--- config.mk ---
export PLATFORM = sky130hd
export DESIGN_NAME = polygon_area_centroid
export DESIGN_NICKNAME = d
export VERILOG_FILES = /design/src/hdl/pac_pkg.sv /design/src/hdl/polygon_area_centroid.sv
export SDC_FILE = /design/constraint.sdc
export NUM_CORES = 2
export LEC_CHECK = 0
export ABC_AREA = 1
export ABC_CLOCK_PERIOD_IN_PS = 19300
export CORE_MARGIN = 2
export CORE_UTILIZATION = 30
export DETAILED_ROUTE_END_ITERATION = 6
export DONT_BUFFER_PORTS = 1
export GPL_TIMING_DRIVEN = 0
export PLACE_DENSITY_LB_ADDON = 0.05
export SLEW_MARGIN = 20
export SYNTH_ARGS = -nofsm -noshare
export SYNTH_HDL_FRONTEND = slang
export SYNTH_SLANG_ARGS = --single-unit
--- constraint.sdc ---
create_clock -name clk -period 19.3 [get_ports clk]
set_clock_uncertainty 0.05 [all_clocks]
set_input_delay 2.895 -clock clk [delete_from_list [all_inputs] [get_ports clk]]
set_output_delay 2.895 -clock clk [all_outputs]
set_load 0.02 [all_outputs]
--- src/hdl/pac_pkg.sv ---
// ---------------------------------------------------------------------------
// pac_pkg: shared constants for the polygon area and centroid block
// field widths, accumulator widths and the default fraction width
// ---------------------------------------------------------------------------
package pac_pkg;

  // vertex coordinate width, signed
  localparam int COORD_BITS    = 16;
  // default number of fraction bits of the centroid
  localparam int FRAC_BITS_DEF = 8;

  // edge sum (x0 + x1) and cross product widths
  localparam int SUM_W  = COORD_BITS + 1;
  localparam int CP_W   = 2 * COORD_BITS + 1;
  localparam int PROD_W = CP_W + SUM_W;

  // accumulator and result widths
  localparam int CROSS_W = 44;
  localparam int MOM_W   = 61;
  localparam int AREA_W  = 44;
  localparam int CENT_W  = 24;

endpackage

--- src/hdl/polygon_area_centroid.sv ---
// ---------------------------------------------------------------------------
// polygon_area_centroid: shoelace area and centroid of a vertex stream
// each edge adds its cross product and moments through one shared multiplier;
// the final vertex closes the polygon and a shift-subtract divider gives the
// centroid as signed fixed point, rounded half away from zero and saturated
// ---------------------------------------------------------------------------
// sequencing: the first vertex of a polygon is taken while idle; each further
//   vertex holds the input while its edge runs through states S_M1 to S_M6,
//   so no new vertex is taken before that edge is done; the final vertex adds
//   the closing edge, then area set-up and, for a nonzero area, the divider for
//   x then y; the result beat then waits in S_PUB for the output register
// throughput is set by the single multiplier, the bit-serial divider and result back-pressure
// reset: sequencer, polygon flag and result valid cleared; no clearing pass
module polygon_area_centroid #(
  parameter int FRAC_BITS = pac_pkg::FRAC_BITS_DEF
) (
  input  logic                                 clk,
  input  logic                                 rst,
  // vertex channel
  input  logic                                 vertex_valid,
  output logic                                 vertex_stall,
  input  logic signed [pac_pkg::COORD_BITS-1:0] vertex_x,
  input  logic signed [pac_pkg::COORD_BITS-1:0] vertex_y,
  input  logic                                 last_vertex,
  // result channel
  output logic                                 result_valid,
  input  logic                                 result_stall,
  output logic        [pac_pkg::AREA_W-1:0]    twice_area,
  output logic signed [pac_pkg::CENT_W-1:0]    centroid_x,
  output logic signed [pac_pkg::CENT_W-1:0]    centroid_y,
  output logic                                 degenerate
);

  import pac_pkg::*;

  // divider widths: dividend is |m| * 2^(F+1) + 3|s|, divisor is 6|s|
  localparam int D1_W  = CROSS_W + 1;
  localparam int D_W   = CROSS_W + 2;
  localparam int NUM_W = MOM_W + FRAC_BITS + 2;
  localparam int HI_W  = NUM_W - CENT_W;
  localparam int CMP_W = (HI_W > D_W) ? HI_W : D_W;
  localparam int CNT_W = $clog2(CENT_W);

  // sequencer, one-hot
  typedef enum logic [14:0] {
    S_IDLE = 15'b000000000000001,
    S_M1   = 15'b000000000000010,  // first cross term, edge sums
    S_M2   = 15'b000000000000100,  // second cross term
    S_M3   = 15'b000000000001000,  // cross product
    S_M4   = 15'b000000000010000,  // x moment, cross sum
    S_M5   = 15'b000000000100000,  // y moment, x moment sum
    S_M6   = 15'b000000001000000,  // y moment sum
    S_FA   = 15'b000000010000000,  // |s|, sign, degenerate test
    S_FB   = 15'b000000100000000,  // 3|s|
    S_DA   = 15'b000001000000000,  // |m| and quotient sign
    S_DN   = 15'b000010000000000,  // dividend with rounding term
    S_DC   = 15'b000100000000000,  // overflow check, load remainder
    S_DI   = 15'b001000000000000,  // one quotient bit a cycle
    S_DD   = 15'b010000000000000,  // clamp and sign
    S_PUB  = 15'b100000000000000   // wait for the output register
  } state_t;

  state_t state, state_next;

  // control
  logic             in_polygon;
  logic             close_todo;
  logic             fin_todo;
  logic             sel_y;
  logic [CNT_W-1:0] cnt;

  // vertex and edge registers
  logic signed [COORD_BITS-1:0] first_x, first_y, prev_x, prev_y;
  logic signed [COORD_BITS-1:0] e0x, e0y, e1x, e1y;
  logic signed [SUM_W-1:0]      sx, sy;
  logic signed [CP_W-1:0]       cp;
  logic signed [PROD_W-1:0]     prod;

  // accumulators
  logic [CROSS_W-1:0] cross_sum;
  logic [MOM_W-1:0]   moment_x_sum, moment_y_sum;

  // finishing and divider registers
  logic [CROSS_W-1:0] s_mag;
  logic               s_neg;
  logic               s_zero;
  logic [D1_W-1:0]    d3;
  logic [MOM_W-1:0]   m_mag;
  logic               q_neg;
  logic [NUM_W-1:0]   num;
  logic               ovf;
  logic [D_W-1:0]     rem;
  logic [CENT_W-1:0]  qsh;
  logic [CENT_W-1:0]  cx, cy;

  // shared multiplier
  logic signed [CP_W-1:0]   mul_a;
  logic signed [SUM_W-1:0]  mul_b;
  logic signed [PROD_W-1:0] mul_p;

  // divider datapath
  logic [D_W-1:0]    dvs;
  logic [D_W:0]      trial;
  logic              take;
  logic [MOM_W-1:0]  m_sel;
  logic [CENT_W-1:0] lim;
  logic [CENT_W-1:0] q_mag;
  logic [CENT_W-1:0] q_res;

  logic vtx_acc;
  logic pub_go;

  assign vtx_acc      = vertex_valid && !vertex_stall;
  assign vertex_stall = (state != S_IDLE);
  assign pub_go       = (state == S_PUB) && (!result_valid || !result_stall);

  // operand selection for the one multiplier
  always_comb begin
    mul_a = cp;
    mul_b = sx;
    case (state)
      S_M1: begin
        mul_a = {{(CP_W - COORD_BITS){e0x[COORD_BITS-1]}}, e0x};
        mul_b = {{(SUM_W - COORD_BITS){e1y[COORD_BITS-1]}}, e1y};
      end
      S_M2: begin
        mul_a = {{(CP_W - COORD_BITS){e1x[COORD_BITS-1]}}, e1x};
        mul_b = {{(SUM_W - COORD_BITS){e0y[COORD_BITS-1]}}, e0y};
      end
      S_M5: begin
        mul_a = cp;
        mul_b = sy;
      end
      default: begin
        mul_a = cp;
        mul_b = sx;
      end
    endcase
  end

  assign mul_p = mul_a * mul_b;

  // divisor 6|s|, trial subtraction of one restoring step
  assign dvs   = {d3, 1'b0};
  assign trial = {rem, qsh[CENT_W-1]};
  assign take  = (trial >= {1'b0, dvs});
  assign m_sel = sel_y ? moment_y_sum : moment_x_sum;

  // saturation limit depends on the sign of the quotient
  assign lim   = q_neg ? {1'b1, {(CENT_W - 1){1'b0}}} : {1'b0, {(CENT_W - 1){1'b1}}};
  assign q_mag = (ovf || (qsh > lim)) ? lim : qsh;
  assign q_res = q_neg ? (~q_mag + 1'b1) : q_mag;

  // next state
  always_comb begin
    state_next = state;
    unique case (state)
      S_IDLE: begin
        if (vtx_acc) begin
          if (!in_polygon) begin
            // a lone vertex that is also the last one has no area
            state_next = last_vertex ? S_FA : S_IDLE;
          end else begin
            state_next = S_M1;
          end
        end
      end
      S_M1: state_next = S_M2;
      S_M2: state_next = S_M3;
      S_M3: state_next = S_M4;
      S_M4: state_next = S_M5;
      S_M5: state_next = S_M6;
      S_M6: begin
        if (close_todo) begin
          state_next = S_M1;
        end else if (fin_todo) begin
          state_next = S_FA;
        end else begin
          state_next = S_IDLE;
        end
      end
      S_FA: state_next = S_FB;
      S_FB: state_next = s_zero ? S_PUB : S_DA;
      S_DA: state_next = S_DN;
      S_DN: state_next = S_DC;
      S_DC: state_next = S_DI;
      S_DI: begin
        if (cnt == CNT_W'(CENT_W - 1)) begin
          state_next = S_DD;
        end
      end
      S_DD: state_next = sel_y ? S_PUB : S_DA;
      S_PUB: begin
        if (pub_go) begin
          state_next = S_IDLE;
        end
      end
      default: state_next = S_IDLE;
    endcase
  end

  // control registers
  always_ff @(posedge clk) begin
    if (rst) begin
      state        <= S_IDLE;
      in_polygon   <= 1'b0;
      close_todo   <= 1'b0;
      fin_todo     <= 1'b0;
      sel_y        <= 1'b0;
      cnt          <= '0;
      result_valid <= 1'b0;
    end else begin
      state <= state_next;
      if (vtx_acc) begin
        in_polygon <= !(last_vertex && !in_polygon);
        close_todo <= last_vertex && in_polygon;
        fin_todo   <= last_vertex && in_polygon;
      end
      if (state == S_M6) begin
        close_todo <= 1'b0;
      end
      if (state == S_FA) begin
        in_polygon <= 1'b0;
        fin_todo   <= 1'b0;
        sel_y      <= 1'b0;
      end
      if (state == S_DC) begin
        cnt <= '0;
      end else if (state == S_DI) begin
        cnt <= cnt + 1'b1;
      end
      if (state == S_DD) begin
        sel_y <= 1'b1;
      end
      if (pub_go) begin
        result_valid <= 1'b1;
      end else if (!result_stall) begin
        result_valid <= 1'b0;
      end
    end
  end

  // datapath registers
  always_ff @(posedge clk) begin
    unique case (state)
      S_IDLE: begin
        if (vtx_acc) begin
          prev_x <= vertex_x;
          prev_y <= vertex_y;
          e0x    <= prev_x;
          e0y    <= prev_y;
          e1x    <= vertex_x;
          e1y    <= vertex_y;
          if (!in_polygon) begin
            first_x      <= vertex_x;
            first_y      <= vertex_y;
            cross_sum    <= '0;
            moment_x_sum <= '0;
            moment_y_sum <= '0;
          end
        end
      end
      S_M1: begin
        prod <= mul_p;
        sx   <= SUM_W'(e0x) + SUM_W'(e1x);
        sy   <= SUM_W'(e0y) + SUM_W'(e1y);
      end
      S_M2: begin
        cp   <= prod[CP_W-1:0];
        prod <= mul_p;
      end
      S_M3: begin
        cp <= cp - prod[CP_W-1:0];
      end
      S_M4: begin
        prod      <= mul_p;
        cross_sum <= cross_sum + {{(CROSS_W - CP_W){cp[CP_W-1]}}, cp};
      end
      S_M5: begin
        prod         <= mul_p;
        moment_x_sum <= moment_x_sum + {{(MOM_W - PROD_W){prod[PROD_W-1]}}, prod};
      end
      S_M6: begin
        moment_y_sum <= moment_y_sum + {{(MOM_W - PROD_W){prod[PROD_W-1]}}, prod};
        // closing edge from the last vertex back to the first
        e0x <= prev_x;
        e0y <= prev_y;
        e1x <= first_x;
        e1y <= first_y;
      end
      S_FA: begin
        s_neg  <= cross_sum[CROSS_W-1];
        s_zero <= (cross_sum == '0);
        s_mag  <= cross_sum[CROSS_W-1] ? (~cross_sum + 1'b1) : cross_sum;
      end
      S_FB: begin
        d3 <= D1_W'(s_mag) + (D1_W'(s_mag) << 1);
      end
      S_DA: begin
        m_mag <= m_sel[MOM_W-1] ? (~m_sel + 1'b1) : m_sel;
        q_neg <= m_sel[MOM_W-1] ^ s_neg;
      end
      S_DN: begin
        // +3|s| over 6|s| rounds half away from zero on the magnitude
        num <= (NUM_W'(m_mag) << (FRAC_BITS + 1)) + NUM_W'(d3);
      end
      S_DC: begin
        ovf <= (CMP_W'(num[NUM_W-1:CENT_W]) >= CMP_W'(dvs));
        rem <= D_W'(num[NUM_W-1:CENT_W]);
        qsh <= num[CENT_W-1:0];
      end
      S_DI: begin
        rem <= take ? D_W'(trial - {1'b0, dvs}) : trial[D_W-1:0];
        qsh <= {qsh[CENT_W-2:0], take};
      end
      S_DD: begin
        if (sel_y) begin
          cy <= q_res;
        end else begin
          cx <= q_res;
        end
      end
      S_PUB: begin
        if (pub_go) begin
          degenerate <= s_zero;
          twice_area <= s_zero ? '0 : AREA_W'(s_mag);
          centroid_x <= s_zero ? '0 : cx;
          centroid_y <= s_zero ? '0 : cy;
        end
      end
      default: begin
        prod <= prod;
      end
    endcase
  end

endmodule

==> results.py <==
metrics = {
    "cts": {
        "ctsHoldBuffers": 0,
        "cts-resized-gates": 0,
        "cts_buffers": 111,
        "htree_levels": 3,
        "clk_pin_slew_worst_paths_ns": 0.07,
        "post_cts_buffers": 0,
        "cts_root_buf": "clkbuf_16",
        "clk_latency_ns": 0.79,
        "cts_tree": "done",
        "clockBufferDepth": 3,
        "cts.sinks": 872,
    },
    "synthesis": {
        "yosys_warnings": 0,
        "synth_top_area_share_pct": 32.56,
        "ys_types": 78,
        "synth_ff_type": "edfxtp_1",
        "synth_edf_count": 847,
        "async_flop_share_pct": 0,
        "syn_inst": 9380,
        "syn-cell-area_sq_um": 78100,
        "syn_avg_cell_area_sq_um": 8.327,
        "synth-seq-cells": 872,
        "ys_seq_area_share_pct": 33.21,
        "synthTopCellsByArea": "edfxtp_1, fa_1, ha_1",
        "syn_nets": 10500,
        "yosysTopAreaCell": "edfxtp_1",
    },
    "sta": {
        "finalCritPeriodShare_pct": 52.15,
        "setup_ws_ns": 9.235,
        "rsz0062_at_grt": "false",
        "finalHoldViolCount": 0,
        "fin_crit_ns": 10.06,
        "slew_headroom_pct": 21.51,
        "hold_slack_ns": 0.3646,
        "worst_pin_slew_ns": 1.177,
        "finalMaxSlewViolations": 0,
        "setup_viol": 0,
        "fmax_mhz": 99.36,
        "tns_ns": 0,
    },
    "critical_path": {
        "crit_path_end": "prod[49]$_DFFE_PP_",
        "startpoint_type": "flip-flop",
        "worst_ep_required_time_ns": 19.68,
        "ff2ff_setup_slack_ns": 9.24,
        "critPathLaunch": "state[10]$_SDFFE_PP0P_",
        "worst-setup-path-type": "reg -> reg",
        "reg2reg_to": "prod[49]$_DFFE_PP_",
        "crit_slowest_cell": "nor2_2",
        "cp_data_arrival_time_ns": 10.45,
        "r2r_cells": 34,
        "end_kind": "flip-flop",
        "r2r-start": "state[10]$_SDFFE_PP0P_",
        "cp_max_fo": 10,
        "max_stage_delay_ns": 0.64,
    },
    "placement": {
        "dp.cells": 12830,
        "dp_slack_ns": 9.286,
        "numPortBuffers": 0,
        "dpl.hpwl_um": 248700,
        "gp_congestion": 0.9139,
    },
    "die": {
        "rows": 187,
        "die-area_sq_um": 264400,
        "die_h_um": 514.2,
        "die_w_um": 514.2,
        "initial_utilization_pct": 30.13,
        "coreArea_sq_um": 259200,
        "io-pin-count": 132,
    },
    "layout": {
        "num-nets-final": 10670,
        "post-route-util_pct": 33.52,
        "layout-drive-gt1-share_pct": 5.301,
        "final_cell_count_no_fill": 13050,
        "syn2layout_area_growth_pct": 11.27,
    },
    "job": {
        "maxCapViolCount": 0,
    },
    "route": {
        "avgRoutedWirePerCell_um": 22.54,
        "drc": 0,
        "drt_pass1_iterations": 5,
        "num_vias": 63720,
        "postRouteAntennaNets": 0,
        "via_per_inst": 4.884,
        "initialDrtViolationCount": 3923,
        "wirelength_um": 294100,
    },
    "hold_path": {
        "holdPathStages": 0,
        "hold_path.class": "reg -> reg",
    },
    "grt": {
        "grt_pass1_wl_um": 434100,
        "grt_max_degree": 51,
        "antenna_found_initial": 7,
        "grtUsageTotal_pct": 22.05,
        "grt_pass1_vias": 66130,
        "gr-total-overflow": 0,
    },
    "power_and_ir_drop": {
        "peakVddDrop_mv": 0.08790,
        "power_leakage_uw": 0.03830,
        "power.density_nw_per_um2": 128.7,
    },
    "run_status": {
        "status": "finished clean",
    },
}
-- metal layers --
layer	GRT usage, %	share of wire, %	vias to the layer above
met4	7.552	4.0	2
met1	28.31	45	30930
met3	2.305	3.5	388
met5	0	0.0044	-
met2	38.40	48	1287
li1	-	-	31120
-- critical path: cells and delay by family, from the launching register on --
family,cells,cell delay [ns]
compound gates,6,1.99
buf+inv,10,1.38
simple gates,10,2.14
fa+ha+maj,7,3.59
xor+xnor,1,0.18
flops,1,0.31
-- cells in the mapped netlist (7+ instances only) --
cell / count
and3_1: 7
o31ai_1: 9
nor3_1: 114
nand2_2: 10
o21ai_0: 520
nor2_1: 1192
mux2i_1: 18
inv_2: 32
ha_1: 540
a21oi_2: 13
o21a_1: 72
nand2_1: 1610
buf_4: 11
xnor2_1: 120
nand3b_1: 14
nor3b_1: 7
o211ai_1: 32
clkinv_1: 11
buf_2: 77
nor2_2: 11
a21boi_0: 26
a221oi_1: 7
o21bai_1: 30
a22o_1: 19
fa_1: 546
nand3_1: 260
nand4_1: 75
a21o_1: 42
inv_1: 1675
o22ai_1: 9
clkbuf_1: 71
a31oi_1: 118
or2_1: 13
o21ai_1: 43
a211oi_1: 11
a21oi_1: 721
o221ai_1: 8
dfxtp_1: 25
o21ai_2: 28
nor4_1: 55
or2_2: 39
edfxtp_1: 847
xor2_1: 216
buf_6: 12
-- registers in the layout (all words and copies together), names as in the netlist, 45 cells and up --
signal / count
num: 71
m_mag: 61
moment_x_sum: 61
moment_y_sum: 61
prod: 50
rem: 46
d3: 45
-- worst min-delay path by stage --
stage | from | endpoint | slack, ns
after floorplan | prev_x[0]$_DFFE_PP_ | e0x[0]$_DFFE_PP_ | 0.35
after global placement | prev_y[15]$_DFFE_PP_ | e0y[15]$_DFFE_PP_ | 0.35
after detailed placement | prev_y[3]$_DFFE_PP_ | e0y[3]$_DFFE_PP_ | 0.35
after CTS | prev_y[3]$_DFFE_PP_ | e0y[3]$_DFFE_PP_ | 0.37
after global routing | prev_x[11]$_DFFE_PP_ | e0x[11]$_DFFE_PP_ | 0.37
final | prev_x[5]$_DFFE_PP_ | e0x[5]$_DFFE_PP_ | 0.36
-- per-stage QoR --
stage | cell area, sq um | total power [uW]
global route | 86900 | 12140
floorplan | 78100 | 7066
global placement | 82360 | 9051
CTS | 86880 | 11290
detailed placement | 83100 | 9070
finish | 86900 | 11180
-- power by group --
group	leakage [uW]	total, uW	switching [uW]	internal [uW]
Sequential	0.00799	2970	265	2710
Clock	0.00183	2160	916	1250
Combinational	0.0285	6050	4050	2000
Total	0.0383	11200	5230	5950
-- logic make-up after synthesis --
group	count (synthesis)	synth area share (%)
muxes	23	0.3092
adders and majority gates	1086	22.65
DFF	872	33.21
xor gates and xnor gates	336	3.768
buffers and inverters	1894	9.397
AOI/OAI and AO/OA	1740	12.64
and+or+nand+nor	3429	18.04
-- placed cells by master, fill, tap and decap left out, types with 87 or more instances in the layout --
cell | netlist | final
xnor2_1 | 120 | 120
ha_1 | 540 | 540
nand3_1 | 260 | 260
clkbuf_1 | 71 | 87
a31oi_1 | 118 | 118
inv_1 | 1675 | 1675
fa_1 | 546 | 546
nor2_1 | 1192 | 1185
buf_2 | 77 | 104
clkbuf_16 | 0 | 111
o21ai_0 | 520 | 518
nor3_1 | 114 | 114
xor2_1 | 216 | 216
edfxtp_1 | 847 | 847
a21oi_1 | 721 | 721
nand2_1 | 1610 | 1603
-- layout make-up --
type / count / area, sq um
well taps: 3402 / 4257
plain buffers: 175 / 890.9
fillers: 27560 / 172300
clock buffers: 131 / 2863
clock inverters: 78 / 914.6
flip-flops and latches: 872 / 25930
multi-input cells: 6614 / 44970
inverters: 1719 / 6455
repair buffers: 51 / 608.1
diodes: 5 / 12.51
Note: power is estimated with default switching activity, not from simulation.
